### config.mk
export PLATFORM = sky130hd
export DESIGN_NAME = sks_front
export DESIGN_NICKNAME = d
export VERILOG_FILES = /design/src/hw/rtl/sprite_keyframe_sequencer_unit_assert.svh /design/src/hw/rtl/sks_pkg.sv /design/src/hw/rtl/sks_front.sv
export SDC_FILE = /design/constraint.sdc
export NUM_CORES = 1
export LEC_CHECK = 0
export BUFFER_PORTS_ARGS = -buffer_cell sky130_fd_sc_hd__buf_2
export CORE_AREA = 5 5 148 150
export DETAILED_ROUTE_END_ITERATION = 10
export DIE_AREA = 0 0 153 155
export SLEW_MARGIN = 20
export SYNTH_ARGS = -nofsm -noshare
export SYNTH_HDL_FRONTEND = slang
export SYNTH_SLANG_ARGS = --single-unit
export TNS_END_PERCENT = 20
### constraint.sdc
create_clock -name clock -period 4.4 [get_ports clock]
set_input_delay 0.44 -clock clock [delete_from_list [all_inputs] [get_ports clock]]
set_output_delay 0.44 -clock clock [all_outputs]
set_load 0.01 [all_outputs]
### src/hw/rtl/sprite_keyframe_sequencer_unit_assert.svh
// Assertion macros for the sprite keyframe sequencer unit
`ifndef SPRITE_KEYFRAME_SEQUENCER_UNIT_ASSERT_SVH
`define SPRITE_KEYFRAME_SEQUENCER_UNIT_ASSERT_SVH
`ifndef ASSERT_OFF
`define SKS_ASSERT_IMPL(label, clk, rst, prop) \
   label: assert property (@(posedge clk) disable iff (rst) prop) else $error("%m failed");
`define SKS_ASSERT_NEVER(label, clk, rst, expr) \
   label: assert property (@(posedge clk) disable iff (rst) !(expr)) else $error("%m failed");
`else
`define SKS_ASSERT_IMPL(label, clk, rst, prop)
`define SKS_ASSERT_NEVER(label, clk, rst, expr)
`endif
`endif

### src/hw/rtl/sks_pkg.sv
// ----------------------------------------------------------------------------
// sks_pkg
// Shared types and constants of the sprite keyframe sequencer.
// ----------------------------------------------------------------------------
package sks_pkg;
   localparam int MaxAnims  = 16;
   localparam int MaxFrames = 64;
   localparam int TimeBits  = 32;

   typedef enum logic [2:0] {
      CMD_TICK  = 3'd0,
      CMD_KEY   = 3'd1,
      CMD_HDR   = 3'd2,
      CMD_START = 3'd3,
      CMD_REP   = 3'd4,
      CMD_NOP5  = 3'd5,
      CMD_NOP6  = 3'd6,
      CMD_NOP7  = 3'd7
   } cmd_type;

   typedef enum logic [1:0] {
      FAULT_NONE  = 2'd0,
      FAULT_ZERO  = 2'd1,
      FAULT_RANGE = 2'd2,
      FAULT_RSVD  = 2'd3
   } fault_type;

   typedef struct packed {
      logic [2:0]  cmd;
      logic [31:0] now_ms;
      logic [3:0]  anim_sel;
      logic [5:0]  frame_sel;
      logic [31:0] key_time;
      logic [6:0]  frame_count;
      logic [3:0]  next_anim;
      logic        has_next;
      logic [15:0] repeat_value;
      logic        repeat_forever;
   } item_type;

   typedef struct packed {
      logic [3:0]  active_anim;
      logic [5:0]  frame_index;
      logic        frame_valid;
      logic [15:0] repeats_left;
      logic        repeats_unlimited;
      logic [1:0]  fault;
   } result_type;

   typedef enum logic [3:0] {
      ST_IDLE, ST_LEN, ST_LAST, ST_LASTW, ST_CHAIN, ST_CHK,
      ST_DIV, ST_REP, ST_SRCH, ST_SRCHW, ST_DONE
   } state_type;
endpackage

### src/hw/rtl/sks_front.sv
// ----------------------------------------------------------------------------
// sks_front
// Accept request words and hold them in a two-entry queue.
// ----------------------------------------------------------------------------
module sks_front (
   input  logic              clock,
   input  logic              reset,
   input  logic              in_valid,
   output logic              in_ready,
   input  sks_pkg::item_type in_item,
   output logic              q_valid,
   input  logic              q_ready,
   output sks_pkg::item_type q_item
);
   import sks_pkg::*;

   item_type   slot_ff [2];
   logic [1:0] cnt_ff, cnt_in;
   logic       rd_ff, rd_in, wr_ff, wr_in;
   logic       push, pop;

   assign in_ready = (cnt_ff != 2'd2);
   assign q_valid  = (cnt_ff != 2'd0);
   assign q_item   = slot_ff[rd_ff];
   assign push     = in_valid && in_ready;
   assign pop      = q_valid && q_ready;

   // advance pointers and count
   always_comb begin
      cnt_in = cnt_ff + {1'b0, push} - {1'b0, pop};
      rd_in  = rd_ff ^ pop;
      wr_in  = wr_ff ^ push;
   end

   always_ff @(posedge clock) begin
      if (reset) begin
         cnt_ff <= 2'd0;
         rd_ff  <= 1'b0;
         wr_ff  <= 1'b0;
      end else begin
         cnt_ff <= cnt_in;
         rd_ff  <= rd_in;
         wr_ff  <= wr_in;
      end
   end

   // store the word
   always_ff @(posedge clock) begin
      if (push) begin
         slot_ff[wr_ff] <= in_item;
      end
   end
endmodule

* Word level (Yosys, flattened, before mapping) *
Memories as Yosys holds them, arrays and structs flattened. A register that Yosys moved wholly into a read port is not among the register bits.
Cells that the tools add are included.

storage, ports and cells
  register bits after elaboration = 4
  memory bits (writable) = 212
  bits of input ports = 110
  output and inout port bits = 108
  logic and storage cells = 15
  memories kept = 1

cells by class
  add/sub/neg operators = 2
  eq/ne operators = 1
  multiplexer cells = 3
  bitwise gates (word level) = 2
  reduce and logical (&&, ||, !) cells = 3

memories
  name     depth  width  rd ports  clocked after memory_dff  wr ports  line             RTL
  slot_ff  2      106    1         1                         1         sks_front.sv:17  item_type slot_ff [2];

operator list
  operator            number
  $mux 1              3
  $add 2x1->2         1
  $logic_and 1x1->1   2
  $ne 2x2->1 const B  1
  $reduce_bool 2->1   1
  $sub 2x1->2         1
  $xor 1x1->1         2

* Longest topological paths before layout *
  depth after elaboration = 4
  gate-level depth with buffers = 6
  mapped depth without buffers = 6

* Worst setup path after synthesis *
OpenSTA, ideal clock, no wires.

  path type = register -> register
  start point = reg cnt_ff[0]
  end point = mem slot_ff[0][0] (netlist name) (enable)
  arrival = 3.237 ns
  slack = 0.685 ns
  stages on the path, launching flop included = 4
  path buffers = 0
  cell sequence = dfxtp_1 nand2b_1 and2_1 ha_1

on the way
  longest elaborated chain between the ends = 4

ends and longest elaborated chain
  element                       line             RTL
  from (decl)                   sks_front.sv:18  logic [1:0] cnt_ff, cnt_in;
  from (signal assigned)        sks_front.sv:41  cnt_ff <= cnt_in;
  $ne 2x2->1                    sks_front.sv:22  assign in_ready = (cnt_ff != 2'd2);
  named net in_ready            sks_front.sv:9   output logic in_ready,
  $logic_and 1x1->1             sks_front.sv:25  assign push = in_valid && in_ready;
  $mux 1                        sks_front.sv:49  if (push) begin
  $mux 1 (not written as such)  sks_front.sv:50  slot_ff[wr_ff] <= in_item;
  to (decl)                     sks_front.sv:17

The timed path passes the listed nets, and every way through them passes these cells.

==> impl_metrics.env <==
export IMPL_fin_cells=884
export IMPL_clock_sinks=216
export IMPL_async_flop_share=0
export IMPL_n_antenna_cell=0
export IMPL_synth_cell_area_um2=7996
export IMPL_final_min_clock_period_ns=2.782
export IMPL_routedWlPerCell_um=17.64
export IMPL_post_cts_setup_buffer_count=0
export IMPL_min_path_type="input port to register"
export IMPL_timing_final_setup_violations=0
export IMPL_drtPass1Iterations=4
export IMPL_place_detailed_hpwl_um=10630
export IMPL_drt_initial_drc_count=146
export IMPL_die_height_um=155
export IMPL_drive_gt1_frac=0.5993
export IMPL_post_cts_resized=0
export IMPL_critical_path_class="register to primary output"
export IMPL_io_buffers=217
export IMPL_detailroute_via_count=4106
export IMPL_synth_top_area_frac=0.7961
export IMPL_cts_max_level=1
export IMPL_fmax_ghz=0.3595
export IMPL_dp_slack_ns=2.082
export IMPL_die_w_um=153
export IMPL_cts_tree="built"
export IMPL_rows=53
export IMPL_setup_worst_path_end_class="primary output"
export IMPL_reg2reg_to="slot_ff[0][17]"
export IMPL_ff2ff_setup_slack_ns=2.12
export IMPL_number_of_nets_in_the_layout=704
export IMPL_worst_skew_pair_late_latency_ns=0.49
export IMPL_globalRouteTotalUtil=0.1256
export IMPL_beginning_of_the_worst_hold_path="in_item[51]"
export IMPL_hold_path_endpoint="slot_ff[0][51]"
export IMPL_total_leakage_power_nw=3.821
export IMPL_synth_most_common_cell="edfxtp_1"
export IMPL_top_flip_flop_cell_by_instance_count_after_synthesis="edfxtp_1"
export IMPL_drt_antenna_violating_nets=0
export IMPL_yosys_warnings=0
export IMPL_power_density_normalized_to_cell_area_nw_per_um2=555.5
export IMPL_r2r_start="cnt_ff[0]"
export IMPL_hold_viol=0
export IMPL_synthesis_instances=357
export IMPL_mappedNetlistNets=469
export IMPL_final_count_of_pins_violating_max_slew=0
export IMPL_gp_routability_congestion=0.7251
export IMPL_ios=218
export IMPL_rsz0062_at_grt="no"
export IMPL_max_slew_worst_pin_slew_ns=0.8355
export IMPL_via_count_of_the_first_global_routing_pass=4526
export IMPL_post_synth_top_area_cell="edfxtp_1"
export IMPL_finalHoldWorstSlack_ns=0.1313
export IMPL_floorplan_initialDensity=0.3890
export IMPL_cts_hold_buf=0
export IMPL_synth_cells_most_frequent="edfxtp_1 (212), mux2_2 (76), mux2_4 (30)"
export IMPL_arrival_ns=2.34
export IMPL_required_worst_endpoint_ns=3.96
export IMPL_clkTransAtPathRegs_ns=0.06
export IMPL_worst_r2r_cell_count=4
export IMPL_die_area_um2=23720
export IMPL_wl_um=15600
export IMPL_clock_path_buffers=3
export IMPL_maximum_number_of_pins_on_one_net_before_global_route_repair=57
export IMPL_setup_tns_ns=0
export IMPL_status="finished clean"
export IMPL_antenna_found_initial=6
export IMPL_cp_max_fo=55
export IMPL_remaining_drc_errors=0
export IMPL_flow_area_growth_from_synthesis_pct=26.90
export IMPL_fp_coreArea_um2=20560
export IMPL_ys_top_cells_by_area="edfxtp_1 (80%), mux2_2 (11%), mux2_4 (5.6%)"
export IMPL_min_period_over_period=0.6322
export IMPL_grt_first_pass_wirelength_um=23960
export IMPL_numCtsBuffers=24
export IMPL_start_kind="register"
export IMPL_max_vdd_drop_uv=328.7
export IMPL_avgSynthCellArea_um2=22.40
export IMPL_holdPathStages=1
export IMPL_worst_slack_ns=1.618
export IMPL_seq_area_frac_synth=0.8061
export IMPL_viasPerCell=4.645
export IMPL_clock_skew_ns=0.005761
export IMPL_clock_tree_root_cell="clkbuf_16"
export IMPL_yosysUniqueCellTypes=21
export IMPL_max_slew_margin=0.4430
export IMPL_ys_seq_elements=216
export IMPL_grt_remaining_overflow=0
export IMPL_max_cap_violations=0
export IMPL_number_of_enable_flip_flop_cells_after_synthesis=212
export IMPL_place_detailed_instances=841
## critical path, stage by stage, from the launching register on
cell and delay (ns):
dfxtp_4 0.85, buf_12 0.40, mux2_2 0.39, buf_2 0.14
## how the worst max path moves through the flow
stage / cells past startpoint / slack, ns / startpoint / end
2_1_floorplan: 3 / 0.69 / cnt_ff[0] / slot_ff[0][0]
3_3_place_gp: 3 / 2.11 / rd_ff / q_item[6]
3_5_place_dp: 3 / 2.08 / rd_ff / q_item[6]
4_1_cts: 3 / 1.55 / rd_ff / q_item[6]
5_1_grt: 3 / 1.50 / rd_ff / q_item[6]
6_report: 3 / 1.62 / rd_ff / q_item[6]
## flip-flops by register name, summed over array words and instances (netlist names)
| signal | cells |
|---|---|
| rd_ff | 1 |
| cnt_ff | 2 |
| slot_ff | 212 |
| wr_ff | 1 |
## layout by cell type, fill, tap and decap left out, types with 2 or more instances in the layout
| master | count |
|---|---|
| mux2_2 | 76 |
| buf_12 | 2 |
| buf_4 | 2 |
| clkinv_1 | 3 |
| nor2b_1 | 3 |
| edfxtp_1 | 212 |
| clkbuf_16 | 25 |
| mux2_4 | 30 |
| dfxtp_1 | 3 |
| nor2_1 | 5 |
| clkinv_2 | 6 |
| clkbuf_1 | 6 |
| buf_2 | 217 |
| o21ai_0 | 2 |
## stage by stage
step,power [W],utilization,instance area [um2]
2_1_floorplan,0.003435,-,7996
3_3_place_gp,0.003846,0.4578,9412
3_5_place_dp,0.003875,0.4578,9412
4_1_cts,0.005741,0.4936,10150
5_1_grt,0.005913,0.4936,10150
6_report,0.005636,0.4936,10150
## power breakdown
group | leakage (nW) | switching, W | total, W | internal, W
logic | 1.44 | 0.000558 | 0.00113 | 0.000570
clock network | 0.362 | 0.000742 | 0.00184 | 0.00110
registers | 2.02 | 0.000120 | 0.00267 | 0.00255
## layout make-up
cell class	instances	area, um2
Fill cell	1786	10410
Sequential cell	216	6450
Multi-Input combinational cell	128	1473
Timing Repair Buffer	221	1141
Clock buffer	31	648.1
Tap cell	275	344.1
Clock inverter	12	87.58
Inverter	1	3.754
## kinds of logic (layout without fill, tap and decap cells)
logic type,Yosys count,count (layout),share of synthesized area
flops,216,216,0.8061
mux,107,107,0.1648
simple gates,13,13,0.008451
buf+inv,13,265,0.01189
compound gates,5,5,0.004538
fa+ha+maj,2,2,0.003129
xor+xnor,1,1,0.001095
## layer usage
metal | track usage | part of all wire
met4 | 0.03691 | 0.023
met1 | 0.1507 | 0.40
met5 | 0 | 0.0051
met2 | 0.2084 | 0.47
met3 | 0.05341 | 0.096
No activity file was read; power rests on OpenSTA's default activity.
